===== config.mk =====
export PLATFORM = sky130hd
export DESIGN_NAME = lin_frame_transmit_sequencer
export DESIGN_NICKNAME = d
export VERILOG_FILES = /design/src/hw/rtl/lft_pkg.sv /design/src/hw/rtl/lin_frame_transmit_sequencer.sv /design/src/hw/rtl/lft_prep.sv /design/src/hw/rtl/lft_csum.sv /design/src/hw/rtl/lft_serializer.sv
export SDC_FILE = /design/constraint.sdc
export NUM_CORES = 1
export LEC_CHECK = 0
export BUFFER_PORTS_ARGS = -buffer_cell sky130_fd_sc_hd__clkbuf_2
export CAP_MARGIN = 20
export CORE_ASPECT_RATIO = 0.5
export CORE_MARGIN = 4
export CORE_UTILIZATION = 35
export DETAILED_ROUTE_END_ITERATION = 10
export PLACE_DENSITY = 0.62
export SYNTH_ARGS = -nofsm -noshare
export SYNTH_HDL_FRONTEND = slang
export SYNTH_SLANG_ARGS = --single-unit
export TNS_END_PERCENT = 20

===== constraint.sdc =====
create_clock -name clk_i -period 9.2 [get_ports clk_i]
set_input_delay 2.3 -clock clk_i [delete_from_list [all_inputs] [get_ports clk_i]]
set_output_delay 2.3 -clock clk_i [all_outputs]
set_load 0.05 [all_outputs]

===== src/hw/rtl/lft_pkg.sv =====
`default_nettype none
// ----------------------------------------------------------------------------
// LIN frame transmitter package
// Shared constants, the frame record passed between stages, and the
// protected identifier and length helpers.
// ----------------------------------------------------------------------------
package lft_pkg;

  localparam int MaxDataBytes = 8;
  localparam int InLenW       = 4;
  localparam int LenW         = $clog2(MaxDataBytes + 1);
  localparam int CntW         = $clog2(MaxDataBytes + 4);
  localparam int DataIdxW     = (MaxDataBytes > 1) ? $clog2(MaxDataBytes) : 1;
  localparam int HalfBytes    = (MaxDataBytes + 1) / 2;
  // Wide enough for the full sum of MaxDataBytes bytes.
  localparam int SumW         = 8 + $clog2(MaxDataBytes + 1);

  localparam logic [7:0] SyncByte  = 8'h55;
  localparam logic [7:0] BreakByte = 8'h00;

  // symbol_kind codes
  localparam logic KindBreak = 1'b0;
  localparam logic KindByte  = 1'b1;

  // Symbol positions within a frame
  localparam logic [CntW-1:0] SymBreak = CntW'(0);
  localparam logic [CntW-1:0] SymSync  = CntW'(1);
  localparam logic [CntW-1:0] SymPid   = CntW'(2);
  localparam logic [CntW-1:0] SymData0 = CntW'(3);

  typedef struct packed {
    logic [7:0]                    pid;
    logic [LenW-1:0]               len;
    logic [MaxDataBytes-1:0][7:0]  data;
  } frame_t;

  // Add the two LIN parity bits above the 6-bit identifier.
  function automatic logic [7:0] protect_id(input logic [5:0] id);
    logic p0;
    logic p1;
    p0 = id[0] ^ id[1] ^ id[2] ^ id[4];
    p1 = ~(id[1] ^ id[3] ^ id[4] ^ id[5]);
    return {p1, p0, id};
  endfunction

  // Clamp the requested length to the number of byte slots.
  function automatic logic [LenW-1:0] sat_len(input logic [InLenW-1:0] len);
    logic [LenW-1:0] res;
    if (int'(len) > MaxDataBytes) begin
      res = LenW'(MaxDataBytes);
    end else begin
      res = LenW'(len);
    end
    return res;
  endfunction

endpackage
`default_nettype wire


===== src/hw/rtl/lin_frame_transmit_sequencer.sv =====
// An accepted request passes the prepare, sum, fold and serializer registers
//   before its break symbol is on the output. Throughput: one symbol per cycle
//   while out_ready_i is high; a frame of n data bytes is n + 4 symbols (at most 12) from the serializer.
// Requests enter back to back and wait in the three pipeline stages ahead of the serializer.
// Reset (rst_ni, asynchronous, active low) clears all valid bits and the
//   symbol counter; no frame is in flight afterward.
`default_nettype none
// ----------------------------------------------------------------------------
// LIN frame transmit sequencer
// Turns a frame request into break, sync, protected id, data bytes and the
// classic checksum, one symbol per output item.
// ----------------------------------------------------------------------------
module lin_frame_transmit_sequencer (
  input  wire logic       clk_i,
  input  wire logic       rst_ni,
  // request channel
  input  wire logic       in_valid_i,
  output logic            in_ready_o,
  input  wire logic [5:0] frame_id_i,
  input  wire logic [3:0] data_length_i,
  input  wire logic [7:0] data_byte_0_i,
  input  wire logic [7:0] data_byte_1_i,
  input  wire logic [7:0] data_byte_2_i,
  input  wire logic [7:0] data_byte_3_i,
  input  wire logic [7:0] data_byte_4_i,
  input  wire logic [7:0] data_byte_5_i,
  input  wire logic [7:0] data_byte_6_i,
  input  wire logic [7:0] data_byte_7_i,
  // symbol channel
  output logic            out_valid_o,
  input  wire logic       out_ready_i,
  output logic            symbol_kind_o,
  output logic [7:0]      byte_value_o,
  output logic            last_of_frame_o
);

  // Gather the byte ports into one array for the prepare stage.
  logic [7:0] in_bytes [8];
  assign in_bytes[0] = data_byte_0_i;
  assign in_bytes[1] = data_byte_1_i;
  assign in_bytes[2] = data_byte_2_i;
  assign in_bytes[3] = data_byte_3_i;
  assign in_bytes[4] = data_byte_4_i;
  assign in_bytes[5] = data_byte_5_i;
  assign in_bytes[6] = data_byte_6_i;
  assign in_bytes[7] = data_byte_7_i;

  logic            prep_valid, prep_ready;
  lft_pkg::frame_t prep_frame;
  logic            csum_valid, csum_ready;
  lft_pkg::frame_t csum_frame;
  logic [8:0]      csum_fold;

  // Stage 1: register request, clamp length, add parity to the id.
  lft_prep u_prep (
    .clk_i         (clk_i),
    .rst_ni        (rst_ni),
    .valid_i       (in_valid_i),
    .ready_o       (in_ready_o),
    .frame_id_i    (frame_id_i),
    .data_length_i (data_length_i),
    .data_i        (in_bytes),
    .valid_o       (prep_valid),
    .ready_i       (prep_ready),
    .frame_o       (prep_frame)
  );

  // Stages 2 and 3: half sums, then total with the first end-around fold.
  lft_csum u_csum (
    .clk_i   (clk_i),
    .rst_ni  (rst_ni),
    .valid_i (prep_valid),
    .ready_o (prep_ready),
    .frame_i (prep_frame),
    .valid_o (csum_valid),
    .ready_i (csum_ready),
    .frame_o (csum_frame),
    .fold_o  (csum_fold)
  );

  // Stage 4: hold one frame and step through its symbols. The next frame
  // loads in the same cycle its predecessor's checksum is taken.
  lft_serializer u_ser (
    .clk_i           (clk_i),
    .rst_ni          (rst_ni),
    .valid_i         (csum_valid),
    .ready_o         (csum_ready),
    .frame_i         (csum_frame),
    .fold_i          (csum_fold),
    .out_valid_o     (out_valid_o),
    .out_ready_i     (out_ready_i),
    .symbol_kind_o   (symbol_kind_o),
    .byte_value_o    (byte_value_o),
    .last_of_frame_o (last_of_frame_o)
  );

`ifndef NO_ASSERTIONS
  // The checksum that closes a frame is always a byte symbol.
  a_last_is_byte: assert property (@(posedge clk_i) disable iff (!rst_ni)
    out_valid_o && last_of_frame_o |-> symbol_kind_o == lft_pkg::KindByte)
    else $error("checksum symbol not marked as byte");

  // A break carries a zero byte and never ends a frame.
  a_break_clean: assert property (@(posedge clk_i) disable iff (!rst_ni)
    out_valid_o && symbol_kind_o == lft_pkg::KindBreak
      |-> byte_value_o == lft_pkg::BreakByte && !last_of_frame_o)
    else $error("break symbol with payload or end mark");

  // A frame, once started, runs to its checksum without gaps.
  a_frame_continues: assert property (@(posedge clk_i) disable iff (!rst_ni)
    out_valid_o && out_ready_i && !last_of_frame_o |=> out_valid_o)
    else $error("frame interrupted before checksum");

  // Whatever follows a finished frame opens with a break.
  a_next_starts_break: assert property (@(posedge clk_i) disable iff (!rst_ni)
    out_valid_o && out_ready_i && last_of_frame_o
      |=> !out_valid_o || symbol_kind_o == lft_pkg::KindBreak)
    else $error("frame does not start with break");
`endif

endmodule
`default_nettype wire


===== src/hw/rtl/lft_prep.sv =====
`default_nettype none
// ----------------------------------------------------------------------------
// LIN frame prepare stage
// Registers the request, clamps the length and forms the protected id.
// ----------------------------------------------------------------------------
module lft_prep (
  input  wire logic                clk_i,
  input  wire logic                rst_ni,
  input  wire logic                valid_i,
  output logic                     ready_o,
  input  wire logic [5:0]          frame_id_i,
  input  wire logic [lft_pkg::InLenW-1:0] data_length_i,
  input  wire logic [7:0]          data_i [8],
  output logic                     valid_o,
  input  wire logic                ready_i,
  output lft_pkg::frame_t          frame_o
);

  logic            valid_q;
  lft_pkg::frame_t frame_q, frame_d;

  assign ready_o = !valid_q || ready_i;

  always_comb begin
    frame_d.pid = lft_pkg::protect_id(frame_id_i);
    frame_d.len = lft_pkg::sat_len(data_length_i);
    for (int i = 0; i < lft_pkg::MaxDataBytes; i++) begin
      frame_d.data[i] = data_i[i];
    end
  end

  always_ff @(posedge clk_i or negedge rst_ni) begin
    if (!rst_ni) begin
      valid_q <= 1'b0;
    end else if (ready_o) begin
      valid_q <= valid_i;
    end
  end

  always_ff @(posedge clk_i) begin
    if (ready_o && valid_i) begin
      frame_q <= frame_d;
    end
  end

  assign valid_o = valid_q;
  assign frame_o = frame_q;

endmodule
`default_nettype wire


===== src/hw/rtl/lft_csum.sv =====
`default_nettype none
// ----------------------------------------------------------------------------
// LIN classic checksum stages
// Two register stages: half sums of the used bytes, then total and first
// end-around fold.
// ----------------------------------------------------------------------------
module lft_csum (
  input  wire logic            clk_i,
  input  wire logic            rst_ni,
  input  wire logic            valid_i,
  output logic                 ready_o,
  input  wire lft_pkg::frame_t frame_i,
  output logic                 valid_o,
  input  wire logic            ready_i,
  output lft_pkg::frame_t      frame_o,
  output logic [8:0]           fold_o
);

  logic                       sum_valid_q;
  lft_pkg::frame_t            sum_frame_q;
  logic [lft_pkg::SumW-1:0]   lo_q, lo_d, hi_q, hi_d;
  logic                       sum_ready;

  logic                       fold_valid_q;
  lft_pkg::frame_t            fold_frame_q;
  logic [8:0]                 fold_q, fold_d;
  logic [lft_pkg::SumW-1:0]   total;

  // Drop bytes beyond the length, split the rest in two halves.
  always_comb begin
    logic [7:0] b;
    lo_d = '0;
    hi_d = '0;
    for (int i = 0; i < lft_pkg::MaxDataBytes; i++) begin
      b = (i < int'(frame_i.len)) ? frame_i.data[i] : 8'h00;
      if (i < lft_pkg::HalfBytes) begin
        lo_d = lo_d + lft_pkg::SumW'(b);
      end else begin
        hi_d = hi_d + lft_pkg::SumW'(b);
      end
    end
  end

  assign sum_ready = !fold_valid_q || ready_i;
  assign ready_o   = !sum_valid_q || sum_ready;

  always_ff @(posedge clk_i or negedge rst_ni) begin
    if (!rst_ni) begin
      sum_valid_q <= 1'b0;
    end else if (ready_o) begin
      sum_valid_q <= valid_i;
    end
  end

  always_ff @(posedge clk_i) begin
    if (ready_o && valid_i) begin
      sum_frame_q <= frame_i;
      lo_q        <= lo_d;
      hi_q        <= hi_d;
    end
  end

  assign total  = lo_q + hi_q;
  assign fold_d = 9'(total[7:0]) + 9'(total[lft_pkg::SumW-1:8]);

  always_ff @(posedge clk_i or negedge rst_ni) begin
    if (!rst_ni) begin
      fold_valid_q <= 1'b0;
    end else if (sum_ready) begin
      fold_valid_q <= sum_valid_q;
    end
  end

  always_ff @(posedge clk_i) begin
    if (sum_ready && sum_valid_q) begin
      fold_frame_q <= sum_frame_q;
      fold_q       <= fold_d;
    end
  end

  assign valid_o = fold_valid_q;
  assign frame_o = fold_frame_q;
  assign fold_o  = fold_q;

endmodule
`default_nettype wire


===== src/hw/rtl/lft_serializer.sv =====
`default_nettype none
// ----------------------------------------------------------------------------
// LIN frame serializer
// Holds one frame and steps through its symbols, one per accepted item.
// ----------------------------------------------------------------------------
module lft_serializer (
  input  wire logic            clk_i,
  input  wire logic            rst_ni,
  input  wire logic            valid_i,
  output logic                 ready_o,
  input  wire lft_pkg::frame_t frame_i,
  input  wire logic [8:0]      fold_i,
  output logic                 out_valid_o,
  input  wire logic            out_ready_i,
  output logic                 symbol_kind_o,
  output logic [7:0]           byte_value_o,
  output logic                 last_of_frame_o
);

  logic                        valid_q;
  lft_pkg::frame_t             frame_q;
  logic [7:0]                  cks_q, cks_d;
  logic [lft_pkg::CntW-1:0]    cnt_q, cnt_d;
  logic [lft_pkg::CntW-1:0]    data_sel;
  logic [7:0]                  fold2;
  logic                        last;
  logic                        fire;

  // Second fold, then invert.
  assign fold2 = fold_i[7:0] + 8'(fold_i[8]);
  assign cks_d = ~fold2;

  assign last     = (cnt_q == lft_pkg::CntW'(frame_q.len) + lft_pkg::SymData0);
  assign fire     = valid_q && out_ready_i;
  assign ready_o  = !valid_q || (fire && last);
  assign data_sel = cnt_q - lft_pkg::SymData0;

  always_comb begin
    cnt_d = cnt_q;
    if (ready_o) begin
      cnt_d = lft_pkg::SymBreak;
    end else if (fire) begin
      cnt_d = cnt_q + lft_pkg::CntW'(1);
    end
  end

  always_ff @(posedge clk_i or negedge rst_ni) begin
    if (!rst_ni) begin
      valid_q <= 1'b0;
      cnt_q   <= lft_pkg::SymBreak;
    end else begin
      if (ready_o) begin
        valid_q <= valid_i;
      end
      cnt_q <= cnt_d;
    end
  end

  always_ff @(posedge clk_i) begin
    if (ready_o && valid_i) begin
      frame_q <= frame_i;
      cks_q   <= cks_d;
    end
  end

  always_comb begin
    symbol_kind_o = lft_pkg::KindByte;
    byte_value_o  = lft_pkg::BreakByte;
    case (cnt_q)
      lft_pkg::SymBreak: begin
        symbol_kind_o = lft_pkg::KindBreak;
      end
      lft_pkg::SymSync: byte_value_o = lft_pkg::SyncByte;
      lft_pkg::SymPid:  byte_value_o = frame_q.pid;
      default: begin
        if (last) begin
          byte_value_o = cks_q;
        end else begin
          byte_value_o = frame_q.data[data_sel[lft_pkg::DataIdxW-1:0]];
        end
      end
    endcase
  end

  assign out_valid_o     = valid_q;
  assign last_of_frame_o = last;

endmodule
`default_nettype wire

==> results of run 1 <==
area by class of cell:
class / count / area, um^2 / share of cell area, %
flip-flops and latches: 349 / 10400 / 63.9
multi-input cells: 415 / 3460 / 21.2
clock buffers: 43 / 948 / 5.81
well taps: 530 / 663 / 4.06
repair buffers: 96 / 538 / 3.29
inverters: 48 / 180 / 1.10
clock inverters: 16 / 100 / 0.613
cells in the final DEF, fill, tap and decap left out, types with 12 or more instances in the layout:
cell type and n:
fa_1 22, a21oi_1 28, a21o_1 12, xnor2_1 30, ha_1 52, clkbuf_16 37, clkbuf_2 89, nor2b_1 37
o21ai_0 27, edfxtp_1 341, nor2_1 24, mux4_2 16, inv_1 47, nand2_1 60, xor2_1 24
worst max-delay path, cell delays in order:
cell      delay (ns)
clkbuf_2        0.13
nand2_1         0.15
and3_1          0.44
nand3_1         0.12
clkbuf_2        0.25
report_power, final:
group,switching (mW),internal [mW]
clock,0.556,0.757
sequential,0.0787,1.97
combinational,0.718,0.411
total,1.35,3.14
synth_stat cells, types with 5 or more instances:
master	number
a21o_1	12
a21oi_1	28
and2_1	10
dfrtp_1	8
edfxtp_1	341
fa_1	22
ha_1	52
inv_1	47
mux2i_1	10
mux4_2	16
nand2_1	60
nand3_1	9
nor2_1	24
nor2b_1	38
nor3_1	8
o21ai_0	27
o21bai_1	5
o22ai_1	5
xnor2_1	30
xor2_1	24
registers in the layout (all words and copies together), names as in the netlist, 4 cells and up:
signal / count
u_csum.sum_frame_q: 76
u_csum.fold_o: 9
u_csum.lo_q: 10
u_ser.frame_q: 76
u_prep.frame_o: 76
u_csum.hi_q: 10
u_csum.frame_o: 76
u_ser.cks_q: 8
u_ser.cnt_q: 4
cells by family (layout without fill, tap and decap cells):
family	after synthesis	after routing
DFF	349	349
AOI/OAI and AO/OA	96	96
adders and majority gates	74	74
and+or+nand+nor	164	164
buffers and inverters	59	203
muxes	26	26
xor gates and xnor gates	55	55
per-stage QoR:
step | util, % | hold WS, ns
2_1_floorplan | - | 0.400
3_3_place_gp | 38.7 | 0.401
3_5_place_dp | 38.7 | 0.405
4_1_cts | 41.4 | 0.413
5_1_grt | 41.5 | 0.422
6_report | 41.5 | 0.414
layer usage:
| metal | wire length (um) | GRT usage [%] | vias to the layer above | part of all wire, % |
|---|---|---|---|---|
| met2 | 13800 | 22.1 | 151 | 49 |
| met3 | 1190 | 2.28 | 34 | 4.2 |
| met5 | 0 | 0 | - | 0 |
| met4 | 505 | 3.57 | 0 | 1.8 |
| li1 | - | - | 3285 | - |
| met1 | 12600 | 17.2 | 3570 | 45 |
worst min-delay path by stage:
stage                                              end  slack (ns)  cells past startpoint
after CTS                   u_ser.frame_q[2]$_DFFE_PP_        0.41                      0
after floorplan            u_csum.frame_o[0]$_DFFE_PP_        0.40                      0
after global routing       u_ser.frame_q[41]$_DFFE_PP_        0.42                      0
after global placement     u_ser.frame_q[56]$_DFFE_PP_        0.40                      0
after detailed placement  u_csum.frame_o[54]$_DFFE_PP_        0.40                      0
final                     u_csum.frame_o[74]$_DFFE_PP_        0.41                      0
==> flow_metrics.tcl, run 1 <==
set metrics [dict create \
    start_kind "primary input" \
    vdd_drop_max_mv 0.159 \
    synth_top_family_by_area "adder cells" \
    synth_top_area_share_pct 72.6 \
    antenna_found_initial 0 \
    r2r-start "u_prep.frame_o[67]$_SDFFCE_PN1P_" \
    detail_route.wl_per_cell_um 18.8 \
    grt_usage_pct 12.9 \
    cap_violations 0 \
    dp_cells 1436 \
    critical_path_class "primary input to primary output" \
    drive_above_1_share_pct 17.5 \
    relSlewSlack_pct 28.4 \
    synth_compound_area_share_pct 4.09 \
    fin_ws_ns 3.50 \
    p_leak_nw 5.88 \
    slew_viol_final 0 \
    synth_area_mm2 0.0141 \
    grt_max_degree 86 \
    min_period_ns 5.70 \
    n_fill_cell 3500 \
    first_iter_violations 553 \
    setup_viol 0 \
    ys_types 43 \
    detail-route-antenna-nets 0 \
    drc 0 \
    dieArea_mm2 0.0437 \
    rsz0062_at_grt "false" \
    hp-start "u_csum.sum_frame_q[74]$_DFFE_PP_" \
    vias 7040 \
    cts_resized 0 \
    power_density_mw_per_mm2 275 \
    wl_um 28100 \
    die_width_um 292 \
    start_util_pct 35.9 \
    cts_max_level 2 \
    diodes 0 \
    synth-xor-area-share_pct 3.47 \
    clkTransAtPathRegs_ns 0.06 \
    synthSimpleGateAreaFrac_pct 5.66 \
    cts-root-buf "clkbuf_16" \
    reg2reg_depth 15 \
    startpoint "out_ready_i" \
    synthAdderAreaFrac_pct 7.74 \
    critPathRequiredTime_ns 6.90 \
    hold_class "flop to flop" \
    finalHoldViolCount 0 \
    min_period_over_period_pct 62.0 \
    finish.instance_area_mm2 0.0163 \
    syn-num-nets 975 \
    fmax_mhz 175 \
    arrival_ns 3.40 \
    ys_seq_area_share_pct 74.1 \
    clk-insertion-delay-late_ns 0.51 \
    worstSetupEndpointType "primary output" \
    finalSetupTns_ns 0 \
    yosysTopAreaCell "edfxtp_1" \
    grt_pass1_vias 7464 \
    finalClockSkew_ns 0.0143 \
    clock_path_buffers 3 \
    rr_endpoint "u_csum.lo_q[8]$_DFFE_PP_" \
    final_cells 1497 \
    synth_cells 823 \
    clock_sinks 349 \
    final_net_count 1096 \
    cts_tree "built" \
    die_h_um 150 \
    synth-seq-cells 349 \
    reg2reg_slack_ns 4.00 \
    cts_setup_buffers 0 \
    worstMarginPinSlew_ns 1.07 \
    area_growth_pct 15.8 \
    grt_pass1_wl_um 43000 \
    crit_end "in_ready_o" \
    synth_area_leaders "edfxtp_1 (73%), ha_1 (4.6%), fa_1 (3.1%)" \
    numCtsBuffers 34 \
    firstDrtPassIters 5 \
    vias_per_cell 4.70 \
    grt_remaining_overflow 0 \
    ys_warn_count 0 \
    post-place-ws_ns 3.41 \
    synthArstFlopShare_pct 2.29 \
    status "finished clean" \
    hold_buffers 0 \
    synthMuxAreaShare_pct 3.27 \
    detailed_place_hpwl_um 19900 \
    path_max_fanout 7 \
    synth_edf_count 341 \
    synth.avg_cell_area_um2 17.1 \
    core_area_mm2 0.0393 \
    postPlaceCellArea_mm2 0.0152 \
    portBuffers 89 \
    ios 90 \
    gp_congestion 0.821 \
    finalPower_mw 4.49 \
    ys.flop_type "edfxtp_1" \
    fp-row-count 51 \
]
Power figures use the tool's default switching activity.
==> run 2, diff against run 1 <==
Settings changed: ABC_AREA from default to 1.
Clock period 9.2 ns to 5.69 ns, I/O delays scaled along.
==> run 2 against run 1 <==
Against the previous run:
- critical path depth increased by 16
- sequential share of layout area fell by 1.9 points
- area after synthesis grew 3.3%
- global-route usage grew 1.1 points
- setup slack got worse by 2.4 ns
- clock-buffer cell count fell by 3
- die area increased by 3.2%
- register-to-register slack lost 2.9 ns
- final cell count rose by 17%
- wire length grew 10%
- synthesized cell count grew 30%
==> flow_metrics.tcl, run 2 <==
set metrics [dict create \
    status "finished clean" \
    detailed_place_hpwl_um 22900 \
    relSlewSlack_pct 25.3 \
    critical_path_class "flop to flop" \
    critPathSlowestCell "edfxtp_1" \
    grt_max_degree 85 \
    yosysTopAreaCell "edfxtp_1" \
    cts-root-buf "clkbuf_16" \
    clock_path_buffers 3 \
    first_iter_violations 716 \
    ios 90 \
    detail-route-antenna-nets 0 \
    crit_end "u_csum.hi_q[8]$_DFFE_PP_" \
    clkTransAtPathRegs_ns 0.06 \
    critPathRequiredTime_ns 5.95 \
    reg2reg_slack_ns 1.11 \
    final_common_cell "edfxtp_1" \
    final_net_count 1341 \
    finalClockSkew_ns 0.0186 \
    die_h_um 152 \
    synthTopCellsByCount "edfxtp_1 (341), nand2_1 (147), inv_1 (136), nor2_1 (112), ha_1 (52)" \
    rsz0062_at_grt "false" \
    ys_seq_area_share_pct 71.7 \
    synth-seq-cells 349 \
    firstDrtPassIters 5 \
    detail_route.wl_per_cell_um 17.7 \
    cts_max_level 2 \
    synth_top_area_share_pct 70.3 \
    arrival_ns 4.85 \
    path_max_fanout 11 \
    portBuffers 89 \
    fmax_mhz 218 \
    cts_setup_buffers 0 \
    vias_per_cell 4.61 \
    synth.avg_cell_area_um2 13.6 \
    hold_buffers 0 \
    synth_cells 1068 \
    start_kind "flop" \
    vias 8076 \
    grt_remaining_overflow 0 \
    core_area_mm2 0.0407 \
    cpLargestDelayFamily "adder cells" \
    grt_usage_pct 14.0 \
    setup_viol 0 \
    crit_path_frequent_cell "nand2_1" \
    worstMarginPinSlew_ns 1.12 \
    synth_edf_count 341 \
    start_util_pct 35.8 \
    hold_depth 0 \
    hold_class "flop to flop" \
    numCtsBuffers 34 \
    ys_types 36 \
    reg2reg_depth 21 \
    gp_congestion 0.833 \
    antenna_found_initial 2 \
    slew_viol_final 0 \
    worst-path-stages 21 \
    clk-insertion-delay-late_ns 0.52 \
    synth.most_common_cell "edfxtp_1" \
    diodes 0 \
    ys.flop_type "edfxtp_1" \
    die_width_um 297 \
    min_period_ns 4.58 \
    clock_sinks 349 \
    dieArea_mm2 0.0452 \
    fp-row-count 52 \
    drc 0 \
    synth_area_leaders "edfxtp_1 (70%), ha_1 (4.5%), nand2_1 (3.8%)" \
    worstSetupEndpointType "flop" \
    cap_violations 0 \
    wl_um 31000 \
    finalHoldViolCount 0 \
    finalSetupTns_ns 0 \
    drive_above_1_share_pct 13.8 \
    area_growth_pct 15.5 \
    cts_tree "built" \
    grt_pass1_wl_um 48700 \
    rr_endpoint "u_csum.hi_q[8]$_DFFE_PP_" \
    startpoint "u_prep.frame_o[67]$_SDFFCE_PN1P_" \
    worstPathCellList "nor2_1 > inv_1 > o21ai_2 > nor2_1 > ha_1 > inv_1 > fa_1 > o21ai_0 > nand2_1 > a21oi_1 > nor2_1 > xor2_1 > fa_1 > inv_1 > ha_1 > nand2_1 > inv_1 > a221oi_1 > nand2_1 > nand2_1 > nand2_1" \
    r2r-start "u_prep.frame_o[67]$_SDFFCE_PN1P_" \
    min_period_over_period_pct 80.6 \
    synthArstFlopShare_pct 2.29 \
    cts_resized 0 \
    synth_area_mm2 0.0146 \
    grt_pass1_vias 8381 \
    crit_path_max_incr_delay_ns 0.58 \
    ys_warn_count 0 \
    mostFrequentLayoutCells "edfxtp_1 (341), nand2_1 (147), inv_1 (134), nor2_1 (110), clkbuf_2 (89)" \
    crit_buf_inv 4 \
    syn-num-nets 1220 \
]
run 2: stage by stage:
stage                     instances  hold WS [ns]  area (um^2)  worst slack, ns  utilization, %
after floorplan                1068         0.400        14600            0.241               -
after global placement         1692         0.401        15700             1.22            38.6
after detailed placement       1692         0.405        15700             1.10            38.6
after CTS                      1750         0.405        16800             1.10            41.3
after global routing           1751         0.415        16800            0.619            41.3
final                          1751         0.407        16800             1.11            41.3
run 2: layer usage:
metal / wire length, um / up-vias / track usage, %
met1: 14700 / 3921 / 20.4
met4: 535 / 0 / 3.67
li1: - / 3943 / -
met2: 14300 / 171 / 21.9
met5: 0 / - / 0
met3: 1550 / 41 / 2.51
run 2: worst min path at each step:
stage / to / slack [ns] / start
final: u_ser.frame_q[1]$_DFFE_PP_ / 0.41 / u_csum.frame_o[1]$_DFFE_PP_
after floorplan: u_csum.frame_o[0]$_DFFE_PP_ / 0.40 / u_csum.sum_frame_q[0]$_DFFE_PP_
after global routing: u_ser.frame_q[56]$_DFFE_PP_ / 0.41 / u_csum.frame_o[56]$_DFFE_PP_
after detailed placement: u_csum.frame_o[12]$_DFFE_PP_ / 0.40 / u_csum.sum_frame_q[12]$_DFFE_PP_
after CTS: u_ser.frame_q[5]$_DFFE_PP_ / 0.40 / u_csum.frame_o[5]$_DFFE_PP_
after global placement: u_csum.sum_frame_q[69]$_DFFE_PP_ / 0.40 / u_prep.frame_o[69]$_DFFE_PP_
run 2: cell type report:
class	instances	area, um^2
clock inverters	18	205
multi-input cells	564	3540
repair buffers	98	533
fillers	3742	23900
clock buffers	40	895
inverters	142	538
flip-flops and latches	349	10400
well taps	540	676
run 2: cells by family after synthesis:
logic type	synth area share, %
DFF	71.7
adders and majority gates	7.49
buffers and inverters	4.12
and+or+nand+nor	9.09
xor gates and xnor gates	2.82
AOI/OAI and AO/OA	4.83
run 2: worst register-to-register path: cells and delay by family (launching register included):
family                   cells  cell delay, ns
adder cells (fa/ha/maj)      4            1.45
XOR/XNOR                     1            0.17
buffers and inverters        4            0.37
flip-flops                   1            0.58
AO/OA/AOI/OAI                4            1.03
AND/OR/NAND/NOR              8            0.74
Power of run 2 is left out: the tool's default activity adds up to more than one toggle a clock period on the data nets, which glitch-free logic cannot reach.
